<file path="src/sv/lss_pkg.sv">
// Shared types and constants for the LIFO stack with search.
`timescale 1ns / 1ps
`default_nettype none

package lss_pkg;

    localparam int DEPTH   = 128;
    localparam int AW      = (DEPTH > 1) ? $clog2(DEPTH) : 1;
    localparam int CW      = $clog2(DEPTH + 1);
    localparam int CAP_W   = 8;
    localparam int UW      = (CW > CAP_W) ? CW : CAP_W;
    localparam int WORD_W  = 32;
    localparam int IDX_W   = 7;
    localparam int CNT_W   = 8;

    typedef logic [AW-1:0]     t_addr;
    typedef logic [CW-1:0]     t_cnt;
    typedef logic [UW-1:0]     t_capw;
    typedef logic [CAP_W-1:0]  t_cap;
    typedef logic [WORD_W-1:0] t_word;
    typedef logic [IDX_W-1:0]  t_index;
    typedef logic [CNT_W-1:0]  t_count;

    typedef enum logic [2:0] {
        CMD_PUSH   = 3'd0,
        CMD_POP    = 3'd1,
        CMD_PEEK   = 3'd2,
        CMD_CLEAR  = 3'd3,
        CMD_SEARCH = 3'd4
    } t_cmd;

    typedef enum logic [1:0] {
        ST_OK        = 2'd0,
        ST_OVERFLOW  = 2'd1,
        ST_UNDERFLOW = 2'd2,
        ST_NOTFOUND  = 2'd3
    } t_status;

    typedef enum logic [2:0] {
        S_IDLE,
        S_EXEC,
        S_READ,
        S_SCAN,
        S_DONE
    } t_state;

    typedef struct packed {
        logic    ld_in;
        logic    res_clr;
        logic    st_we;
        t_status st;
        logic    push;
        logic    pop_dec;
        logic    clear_top;
        logic    rd_top;
        logic    scan_start;
        logic    scan_step;
        logic    ld_data;
        logic    ld_hit;
    } t_dp_cmd;

    typedef struct packed {
        t_cmd cmd;
        logic top_zero;
        logic full;
        logic match;
        logic idx_zero;
    } t_dp_stat;

endpackage

`default_nettype wire

</file>
<file path="src/sv/lss_ctrl.sv">
// Controller state machine of the LIFO stack: sequences each request.
`timescale 1ns / 1ps
`default_nettype none

module lss_ctrl (
    input  wire logic              i_clk,
    input  wire logic              i_rst_n,
    input  wire logic              i_valid,
    output logic                   o_stall,
    output logic                   o_valid,
    input  wire logic              i_stall,
    input  wire lss_pkg::t_dp_stat i_dp_stat,
    output lss_pkg::t_dp_cmd       o_dp_cmd
);

    lss_pkg::t_state r_state;
    lss_pkg::t_state n_state;

    always_ff @(posedge i_clk) begin
        if (!i_rst_n) begin
            r_state <= lss_pkg::S_IDLE;
        end else begin
            r_state <= n_state;
        end
    end

    always_comb begin
        n_state  = r_state;
        o_dp_cmd = '0;
        o_dp_cmd.st = lss_pkg::ST_OK;
        o_stall  = 1'b1;
        o_valid  = 1'b0;
        case (r_state)
            lss_pkg::S_IDLE: begin
                o_stall = 1'b0;
                if (i_valid) begin
                    o_dp_cmd.ld_in = 1'b1;
                    n_state = lss_pkg::S_EXEC;
                end
            end
            lss_pkg::S_EXEC: begin
                o_dp_cmd.res_clr = 1'b1;
                n_state = lss_pkg::S_DONE;
                case (i_dp_stat.cmd)
                    lss_pkg::CMD_PUSH: begin
                        if (i_dp_stat.full) begin
                            o_dp_cmd.st = lss_pkg::ST_OVERFLOW;
                        end else begin
                            o_dp_cmd.push = 1'b1;
                        end
                    end
                    lss_pkg::CMD_POP: begin
                        if (i_dp_stat.top_zero) begin
                            o_dp_cmd.st = lss_pkg::ST_UNDERFLOW;
                        end else begin
                            o_dp_cmd.rd_top  = 1'b1;
                            o_dp_cmd.pop_dec = 1'b1;
                            n_state = lss_pkg::S_READ;
                        end
                    end
                    lss_pkg::CMD_PEEK: begin
                        if (i_dp_stat.top_zero) begin
                            o_dp_cmd.st = lss_pkg::ST_UNDERFLOW;
                        end else begin
                            o_dp_cmd.rd_top = 1'b1;
                            n_state = lss_pkg::S_READ;
                        end
                    end
                    lss_pkg::CMD_CLEAR: begin
                        o_dp_cmd.clear_top = 1'b1;
                    end
                    lss_pkg::CMD_SEARCH: begin
                        if (i_dp_stat.top_zero) begin
                            o_dp_cmd.st = lss_pkg::ST_NOTFOUND;
                        end else begin
                            o_dp_cmd.scan_start = 1'b1;
                            n_state = lss_pkg::S_SCAN;
                        end
                    end
                    default: begin
                        o_dp_cmd.st = lss_pkg::ST_OK;
                    end
                endcase
            end
            lss_pkg::S_READ: begin
                o_dp_cmd.ld_data = 1'b1;
                n_state = lss_pkg::S_DONE;
            end
            lss_pkg::S_SCAN: begin
                if (i_dp_stat.match) begin
                    o_dp_cmd.ld_hit = 1'b1;
                    n_state = lss_pkg::S_DONE;
                end else if (i_dp_stat.idx_zero) begin
                    o_dp_cmd.st_we = 1'b1;
                    o_dp_cmd.st    = lss_pkg::ST_NOTFOUND;
                    n_state = lss_pkg::S_DONE;
                end else begin
                    o_dp_cmd.scan_step = 1'b1;
                end
            end
            lss_pkg::S_DONE: begin
                o_valid = 1'b1;
                if (!i_stall) begin
                    n_state = lss_pkg::S_IDLE;
                end
            end
            default: begin
                n_state = lss_pkg::S_IDLE;
            end
        endcase
    end

endmodule

`default_nettype wire
</file>
<file path="config.mk">
export PLATFORM = sky130hd
export DESIGN_NAME = lss_ctrl
export DESIGN_NICKNAME = d
export VERILOG_FILES = /design/src/sv/lss_pkg.sv /design/src/sv/lss_ctrl.sv
export SDC_FILE = /design/constraint.sdc
export NUM_CORES = 1
export LEC_CHECK = 0
export ABC_AREA = 1
export BUFFER_PORTS_ARGS = -buffer_cell sky130_fd_sc_hd__buf_2
export CORE_MARGIN = 1
export CORE_UTILIZATION = 25
export DETAILED_ROUTE_END_ITERATION = 6
export GPL_ROUTABILITY_DRIVEN = 1
export MAX_ROUTING_LAYER = met4
export PLACE_DENSITY_LB_ADDON = 0.25
export SETUP_SLACK_MARGIN = 0.02
export SLEW_MARGIN = 10
export SYNTH_ARGS = -nofsm -noshare
export SYNTH_HDL_FRONTEND = slang
export SYNTH_SLANG_ARGS = --single-unit
</file>
<file path="constraint.sdc">
create_clock -name i_clk -period 1.3 [get_ports i_clk]
set_input_delay 0.065 -clock i_clk [delete_from_list [all_inputs] [get_ports i_clk]]
set_output_delay 0.065 -clock i_clk [all_outputs]
set_load 0.02 [all_outputs]
</file>
# == After elaboration in Yosys (flattened, before gate mapping) ==
# Index checks and enable logic that the tools add are counted.
# classes
eq_ne,11
n_mux,35
reduce_logical,4
# op_table
op,count
$mux 3,8
$mux 1,20
$pmux 3 s5,1
$eq 3x2->1 const B,4
$eq 3x1->1 const B,2
$eq 3x3->1 const B,2
$logic_not 3->1,2
$pmux 2 s3,1
$pmux 3 s2,1
$mux 5,1
$mux 2,2
$ne 2x2->1 const B,2
$pmux 2 s2,1
$ne 3x3->1 const B,1
$reduce_and 3->1,1
$reduce_or 2->1,1
# totals
reg_bits,3
in_bits,11
output_inout_bits,15
wordCells,51

# == Logic depth before layout (Yosys ltp) ==
# Gate-level depths: netlist of run 1.
# depth
ltp_word,4
depth_mapped,9
depth_no_buf,9

# == Worst setup path after synthesis of run 1 ==
# OpenSTA, ideal clock, no wires.
# synth_timing
path_kind,reg2out
from,reg r_state[0]
to,out o_dp_cmd[6] (netlist bit)
t_arrival_ns,1.238
required_time_ns,1.235
path_slack_ns,-0.003
path_stages_with_launch,5
n_path_buf,0
path_cell_list,dfxtp_1 inv_2 nor2_4 nand2_4 nor4_1
# synth_rtl
element,line_no,rtl
"start, declared",lss_ctrl.sv:16,lss_pkg::t_state r_state;
"start signal, assigned",lss_ctrl.sv:21,r_state <= lss_pkg::S_IDLE;
"start signal, assigned",lss_ctrl.sv:23,r_state <= n_state;
"end, declared",lss_ctrl.sv:13,output lss_pkg::t_dp_cmd o_dp_cmd

==> results.ini, run 1 <==
[outcome]
status = finished, violations left
violations = negative setup slack

[global_route]
grt_overflow = 0
grt_max_degree = 8
antenna_found_initial = 0
grt_use_met1 = 0.125
grt_pass1_wl_um = 1410
grt_pass1_vias = 396
grtUsageTotal = 0.140
grt_busiest_layer = met2
gr-usage-met2 = 0.266
use_met3 = 0.0333

[clock_tree]
cts-root-buf = clkbuf_4
clock-sinks = 3
cts_tree = built
h-tree-depth = 1
path_clk_slew_ns = 0.04
clkLatencyLatePin_ns = 0.23
cts_buffer_depth = 2
holdBufCountCts = 0
cts_made_buffers = 3

[floorplan]
die-area_sq_mm = 0.00162
ioPinCount = 26
die_x_um = 40.3
die_h_um = 40.3
initial_core_util = 0.275
fp-row-count = 13
core_area_sq_mm = 0.00133

[logic_synthesis]
synthAdderAreaFrac = 0
synth_top_family_by_area = simple AND/OR/NAND/NOR gates
synth_xor_area_frac = 0
synth_nets = 76
netlist_instances = 65
yosysWarnings = 0
syn_area_per_cell_sq_um = 5.64
synth.distinct_cells = 18
ys_seq_elements = 3
synth_area_sq_um = 367
synthSimpleGateAreaFrac = 0.631
synthMuxAreaShare = 0
ys_seq_area_frac = 0.164
synth_compound_area_frac = 0.0717

[routing]
firstDrtPassIters = 6
via_per_inst = 4.60
wl_um = 1070
drc = 0
wl_per_cell_um = 9.32
antenna_left = 0
num_vias = 529
drt_iter0_drc = 3

[critical_path]
worstSetupStartpointType = register
cp.required_ns = 1.24
crit_type = register to primary output
path_max_fanout = 7
cp.arrival_ns = 1.27
worst_setup_path_end_kind = primary output

[sta]
whs_ns = 0.0531
min_period_ns = 1.34
worst_slew_pin_slew_ns = 0.194
hold_viol = 0
fin_setup_tns_ns = -0.0669
final-setup-viol-count = 3
rsz0062_at_grt = yes
clock_skew_ns = 0.000946
finalWorstSetupSlack_ns = -0.0381
post-route-period-util = 1.03
fmax_mhz = 747
drv_slew = 0
timing.max_slew.rel_slack = 0.870

[final_layout]
biggestRegsByFlops = r_state: 3 flops
largest_reg_flops = 3
syn2layout_area_growth_pct = 75.1
finish.utilization = 0.481
layout_common_cells = buf_2, nand2_1, nor2_1, inv_1, buf_4
fillers = 155
diodes = 0
largest_register = r_state
drive_gt1_frac = 0.510
mostFrequentLayoutCell = buf_2
fin_nets = 112

[pwr]
p_leak_uw = 0.000367
power_uw = 623
peakVddDrop_mv = 0.551
cellPowerDensity_mw_per_mm2 = 970

[flow_run]
max_cap_viol_count = 0

[placed_design]
gp_congestion = 0.754
hpwlAfterDp_um = 803
post-place-ws_ns = 0.130
portBuffers = 25

[worst_hold_path]
hp-class = input pin to register

==> area by class of cell <==
cell class	instances	area (sq um)	share of cell area
Timing Repair Buffer	31	194	0.302
Tap cell	15	18.8	0.0292
Sequential cell	3	63.8	0.0994
Multi-Input combinational cell	49	288	0.448
Clock buffer	4	26.3	0.0409
Inverter	13	51.3	0.0799
==> metrics by stage <==
step                area [sq um]  cells
finish                       642    115
global route                 642    115
CTS                          583    111
detailed placement           517    105
global placement             517    105
floorplan                    373     65
==> repair_timing <==
item | CTS | global route
gates resized for setup | 9 | 8
gates cloned | 0 | 0
setup endpoints to repair | 3 | 8
pin swaps | 1 | 1
setup buffers | 2 | 4
==> where the power goes <==
group	internal, uW	switching, uW
registers	109	18.5
logic	135	199
clock network	115	45.8
==> Yosys cell counts (all sizes together) <==
master | number | share of area
nor3 | 3 | 0.041
nand2 | 16 | 0.19
o21ai | 1 | 0.014
a21oi | 2 | 0.038
nor2 | 14 | 0.19
inv | 13 | 0.13
nand4 | 2 | 0.034
nand3 | 9 | 0.16
dfxtp | 3 | 0.16
nor4 | 1 | 0.017
o211ai | 1 | 0.020
==> critical path, cell delays in order, from the launching register on <==
cell and delay, ns:
dfxtp_4 0.36, inv_2 0.05, nor2_4 0.10, nand2_4 0.09, inv_4 0.07, nand4_1 0.10, o211ai_1 0.11, buf_4 0.17
==> path summary, 6_finish.rpt <==
check,from,end,slack [ns],cells after the start
setup / recovery,r_state[0],o_dp_cmd[8],-0.04,7
hold / removal,i_rst_n,r_state[1],0.05,3
setup reg to reg,r_state[0],r_state[0],0.17,7
hold reg to reg,r_state[0],r_state[0],0.69,4
==> routing by layer <==
metal  vias to the layer above  share of wire
li1                        278              -
met3                         0          0.052
met1                       233           0.43
met5                         -              0
met4                         0              0
met2                        18           0.52
==> kinds of logic after synthesis <==
family                 Yosys count
buffers and inverters           13
AND/OR/NAND/NOR                 45
flip-flops                       3
AO/OA/AOI/OAI                    4
No activity file was read; power rests on OpenSTA's default activity.
==> run 2: changes to the inputs <==
--- a/config.mk
+++ b/config.mk
@@ -12,7 +12,7 @@
 export DETAILED_ROUTE_END_ITERATION = 6
 export GPL_ROUTABILITY_DRIVEN = 1
 export MAX_ROUTING_LAYER = met4
-export PLACE_DENSITY_LB_ADDON = 0.25
+export PLACE_DENSITY_LB_ADDON = 0.3
 export SETUP_SLACK_MARGIN = 0.02
 export SLEW_MARGIN = 10
 export SYNTH_ARGS = -nofsm -noshare
==> results.ini, run 2 (synthesized netlist as in run 1, its figures left out) <==
[outcome]
status = finished, violations left  ; unchanged
violations = negative setup slack  ; unchanged

[critical_path]
worst_setup_path_end_kind = primary output  ; unchanged
crit_type = register to primary output  ; unchanged
cp.required_ns = 1.24  ; about the same
worstSetupStartpointType = register  ; unchanged
cp.arrival_ns = 1.27  ; about the same
path_max_fanout = 7  ; unchanged

[floorplan]
core_area_sq_mm = 0.00133  ; unchanged
die_h_um = 40.3  ; unchanged
initial_core_util = 0.275  ; unchanged
die-area_sq_mm = 0.00162  ; unchanged
die_x_um = 40.3  ; unchanged
ioPinCount = 26  ; unchanged
fp-row-count = 13  ; unchanged

[clock_tree]
h-tree-depth = 1  ; unchanged
clock-sinks = 3  ; unchanged
path_clk_slew_ns = 0.04  ; about the same
cts_buffer_depth = 2  ; unchanged
cts-root-buf = clkbuf_4  ; unchanged
clkLatencyLatePin_ns = 0.22  ; was 0.23 ns
holdBufCountCts = 0  ; unchanged
cts_tree = built  ; unchanged
cts_made_buffers = 3  ; unchanged

[routing]
num_vias = 511  ; was 529
drc = 0  ; unchanged
firstDrtPassIters = 4  ; was 6
via_per_inst = 4.52  ; was 4.60
antenna_left = 0  ; unchanged
wl_per_cell_um = 9.12  ; was 9.32 um
wl_um = 1030  ; was 1070 um
drt_iter0_drc = 9  ; was 3

[final_layout]
finalInstanceArea_sq_um = 621  ; was 642 sq um
mostFrequentLayoutCell = buf_2  ; unchanged
biggestRegsByFlops = r_state: 3 flops  ; unchanged
drive_gt1_frac = 0.490  ; was 0.510
diodes = 0  ; unchanged
fillers = 155  ; unchanged
layout_common_cells = buf_2, nand2_1, nor2_1, inv_1  ; was buf_2, nand2_1, nor2_1, inv_1, buf_4
regArea_sq_um = 66.3  ; was 63.8 sq um
largest_register = r_state  ; unchanged
largest_reg_flops = 3  ; unchanged
syn2layout_area_growth_pct = 69.3  ; was 75.1%
multi_input_area_sq_um = 280  ; was 288 sq um
fin_nets = 110  ; was 112

[sta]
timing.max_slew.rel_slack = 0.856  ; was 0.870
rsz0062_at_grt = yes  ; unchanged
final-setup-viol-count = 2  ; was 3
min_period_ns = 1.33  ; was 1.34 ns
drv_slew = 0  ; unchanged
post-route-period-util = 1.03  ; about the same
worst_slew_pin_slew_ns = 0.215  ; was 0.194 ns
fmax_mhz = 749  ; was 747 MHz
hold_viol = 0  ; unchanged
clock_skew_ns = 0.00234  ; was 0.000946 ns
finalWorstSetupSlack_ns = -0.0350  ; was -0.0381 ns

[placed_design]
hpwlAfterDp_um = 819  ; was 803 um
portBuffers = 25  ; unchanged
dpl_cell_area_sq_um = 517  ; unchanged
gp_congestion = 0.776  ; was 0.754

[pwr]
p_sw_frac = 0.422  ; was 0.423
peakVddDrop_mv = 0.613  ; was 0.551 mV
cellPowerDensity_mw_per_mm2 = 966  ; was 970 mW/mm^2
switchingPower_uw = 253  ; was 264 uW
p_int_uw = 347  ; was 359 uW
power_uw = 600  ; was 623 uW
p_leak_uw = 0.000360  ; was 0.000367 uW
pwr-share-clk = 0.263  ; was 0.258
p_seq_frac = 0.215  ; was 0.204
p_comb_frac = 0.522  ; was 0.538

[global_route]
grt_overflow = 0  ; unchanged
grt_pass1_vias = 415  ; was 396
grt_max_degree = 8  ; unchanged
grt_pass1_wl_um = 1530  ; was 1410 um
antenna_found_initial = 0  ; unchanged
grtUsageTotal = 0.137  ; was 0.140

[flow_run]
max_cap_viol_count = 0  ; unchanged

[worst_hold_path]
hp-class = input pin to register  ; unchanged

run 2: cell type report:
class                      instances  share of cell area
multi-input combinational         49               0.452
tap                               15              0.0302
sequential                         3               0.107
timing repair buffer              29               0.286
inverter                          13              0.0827
clock buffer                       4              0.0423
run 2: worst paths after layout:
check | end | slack (ns) | from | depth (start not counted)
worst max-delay path | o_dp_cmd[8] | -0.03 | r_state[0] | 7
worst min register to register | r_state[2] | 0.68 | r_state[1] | 4
worst min-delay path | r_state[1] | 0.06 | i_rst_n | 3
worst max register to register | r_state[0] | 0.17 | r_state[0] | 7
run 2: repair_timing:
| action | in CTS | in global routing |
|---|---|---|
| pin swaps | 1 | 2 |
| buffers inserted | 3 | 1 |
| resized for setup | 9 | 7 |
| endpoints found under the setup margin | 3 | 9 |
run 2: routing by layer:
layer / vias up / GRT usage / share of wire
met1: 218 / 0.141 / 0.44
met3: 0 / 0.0167 / 0.050
met2: 15 / 0.286 / 0.50
met4: 0 / 0 / 0
li1: 278 / - / -
met5: - / - / 0
run 2: worst max-delay path: stages, from the launching register on:
cell,delay [ns]
dfxtp_4,0.36
inv_2,0.04
nor2_4,0.10
nand2_4,0.10
inv_4,0.07
nand4_1,0.10
o211ai_1,0.11
buf_4,0.17
run 2: through the flow:
step                worst slack [ns]   util  cells  hold slack, ns  TNS [ns]
finish                       -0.0350  0.465    113          0.0620   -0.0452
floorplan                      0.130      -     65           0.163         0
global route                 -0.0992  0.465    113          0.0808    -0.352
detailed placement             0.108  0.387    105           0.293         0
global placement               0.114  0.387    105           0.285         0
CTS                          -0.0447  0.444    112          0.0595   -0.0602
run 2: power by group through the flow:
| stage | sequential [uW] | combinational (uW) | clock [uW] |
|---|---|---|---|
| global placement | 124 | 262 | 0 |
| global route | 132 | 347 | 171 |
| finish | 129 | 313 | 158 |
| CTS | 127 | 300 | 164 |
| detailed placement | 125 | 263 | 0 |
| floorplan | 122 | 184 | 0 |
==> run 3: changes to the inputs <==
--- a/config.mk
+++ b/config.mk
@@ -6,13 +6,14 @@
 export NUM_CORES = 1
 export LEC_CHECK = 0
 export ABC_AREA = 1
-export BUFFER_PORTS_ARGS = -buffer_cell sky130_fd_sc_hd__buf_2
 export CORE_MARGIN = 1
 export CORE_UTILIZATION = 25
 export DETAILED_ROUTE_END_ITERATION = 6
+export DONT_BUFFER_PORTS = 1
 export GPL_ROUTABILITY_DRIVEN = 1
 export MAX_ROUTING_LAYER = met4
 export PLACE_DENSITY_LB_ADDON = 0.3
+export RECOVER_POWER = 50
 export SETUP_SLACK_MARGIN = 0.02
 export SLEW_MARGIN = 10
 export SYNTH_ARGS = -nofsm -noshare
==> results.ini, run 3 (synthesized netlist as in run 1, its figures left out) <==
[sta]
worst_slew_pin_slew_ns = 0.389  ; was 0.215 ns
drv_slew = 0  ; unchanged
hold_viol = 0  ; unchanged
finalWorstSetupSlack_ns = -0.00873  ; was -0.0350 ns
min_period_ns = 1.31  ; was 1.33 ns
clock_skew_ns = 0.00315  ; was 0.00234 ns
final-setup-viol-count = 1  ; was 2
post-route-period-util = 1.01  ; was 1.03
rsz0062_at_grt = yes  ; unchanged
timing.max_slew.rel_slack = 0.740  ; was 0.856
fmax_mhz = 764  ; was 749 MHz
whs_ns = 0.111  ; was 0.0620 ns

[final_layout]
multi_input_area_sq_um = 280  ; unchanged
regArea_sq_um = 66.3  ; unchanged
biggestRegsByFlops = r_state: 3 flops  ; unchanged
mostFrequentLayoutCell = nand2_1  ; was buf_2
fillers = 146  ; was 155
syn2layout_area_growth_pct = 48.5  ; was 69.3%
finalInstanceArea_sq_um = 544  ; was 621 sq um
diodes = 0  ; unchanged
fin_nets = 94  ; was 110
drive_gt1_frac = 0.390  ; was 0.490
layout_common_cells = nand2_1, nor2_1, buf_4, inv_1, nand3_1  ; was buf_2, nand2_1, nor2_1, inv_1
largest_reg_flops = 3  ; unchanged
largest_register = r_state  ; unchanged

[flow_run]
max_cap_viol_count = 0  ; unchanged

[outcome]
violations = negative setup slack  ; unchanged
status = finished, violations left  ; unchanged

[clock_tree]
h-tree-depth = 1  ; unchanged
clock-sinks = 3  ; unchanged
cts-root-buf = clkbuf_4  ; unchanged
path_clk_slew_ns = 0.04  ; about the same
cts_buffer_depth = 2  ; unchanged
cts_made_buffers = 3  ; unchanged
clkLatencyLatePin_ns = 0.23  ; was 0.22 ns
cts_tree = built  ; unchanged

[global_route]
grt_overflow = 0  ; unchanged
grt_pass1_wl_um = 1400  ; was 1530 um
grtUsageTotal = 0.135  ; was 0.137
grt_pass1_vias = 409  ; was 415
grt_max_degree = 9  ; was 8
antenna_found_initial = 0  ; unchanged

[routing]
wl_per_cell_um = 10.0  ; was 9.12 um
wl_met1_um = 383  ; was 458 um
drc = 0  ; unchanged
num_vias = 471  ; was 511
top_layer = met4  ; was met3
met2WireLength_um = 485  ; was 520 um
firstDrtPassIters = 4  ; unchanged
via_per_inst = 4.86  ; was 4.52
drt_iter0_drc = 7  ; was 9
route.met3.wl_um = 85  ; was 51 um
antenna_left = 0  ; unchanged
wl_um = 973  ; was 1030 um

[floorplan]
ioPinCount = 26  ; unchanged
die_x_um = 40.3  ; unchanged
die-area_sq_mm = 0.00162  ; unchanged
fp-row-count = 13  ; unchanged
core_area_sq_mm = 0.00133  ; unchanged
die_h_um = 40.3  ; unchanged
initial_core_util = 0.275  ; unchanged

[critical_path]
cp.arrival_ns = 1.24  ; was 1.27 ns
worstSetupStartpointType = register  ; unchanged
worst_setup_path_end_kind = primary output  ; unchanged
path_max_fanout = 8  ; was 7
crit_type = register to primary output  ; unchanged
cp.required_ns = 1.24  ; about the same

[placed_design]
post-place-ws_ns = 0.138  ; was 0.108 ns
portBuffers = 0  ; was 25
hpwlAfterDp_um = 760  ; was 819 um
dpl_cell_area_sq_um = 459  ; was 517 sq um
gp_congestion = 0.837  ; was 0.776

[pwr]
peakVddDrop_mv = 0.385  ; was 0.613 mV
p_leak_uw = 0.000284  ; was 0.000360 uW
cellPowerDensity_mw_per_mm2 = 1080  ; was 966 mW/mm^2
power_uw = 586  ; was 600 uW

[worst_hold_path]
hp-class = input pin to register  ; unchanged

-- run 3: cell count changes in the layout (fill, tap and decap cells not counted), sizes merged --
cell	before	now
dlygate4sd3	0	1
clkbuf	4	5
buf	29	11
-- run 3: layout make-up --
cell class	instances	area share
Clock buffer	4	0.0483
Inverter	13	0.0943
Sequential cell	3	0.122
Multi-Input combinational cell	49	0.515
Tap cell	15	0.0345
Timing Repair Buffer	13	0.186
-- run 3: routing by layer --
metal | vias up | global-route usage
li1 | 241 | -
met1 | 204 | 0.125
met2 | 24 | 0.250
met3 | 2 | 0.0333
met4 | 0 | 0.0750
met5 | - | -
-- run 3: repair_timing --
item,4_1_cts,5_1_grt
buffers inserted,2,1
hold buffers,1,0
pin swaps,1,2
endpoints found under the hold margin,3,0
endpoints found under the setup margin,6,8
gates resized for setup,3,8
-- run 3: metrics by stage --
stage | TNS [ns] | std cells | util
2_1_floorplan | 0 | 65 | -
3_3_place_gp | 0 | 89 | 0.344
3_5_place_dp | 0 | 89 | 0.344
4_1_cts | -0.0833 | 96 | 0.389
5_1_grt | -0.187 | 97 | 0.408
6_report | -0.00873 | 97 | 0.408
-- run 3: worst paths after layout --
| path | startpoint | slack [ns] | to | cells after the start |
|---|---|---|---|---|
| worst max register to register | r_state[0] | 0.19 | r_state[0] | 7 |
| worst min-delay path | i_dp_stat[0] | 0.11 | r_state[0] | 3 |
| worst min register to register | r_state[2] | 0.69 | r_state[2] | 5 |
| worst max-delay path | r_state[0] | -0.009 | o_dp_cmd[8] | 7 |
-- run 3: worst max-delay path, cell delays in order, from the launching register on --
cell      delay (ns)
dfxtp_4         0.34
inv_2           0.04
nor2_4          0.10
nand2_4         0.10
inv_4           0.07
nand4_1         0.09
o211ai_1        0.11
buf_4           0.16
-- run 3: where the power goes --
group          total (uW)  internal [uW]  switching, uW
clock network         164            115           49.1
registers             123            110           13.2
logic                 299            116            183
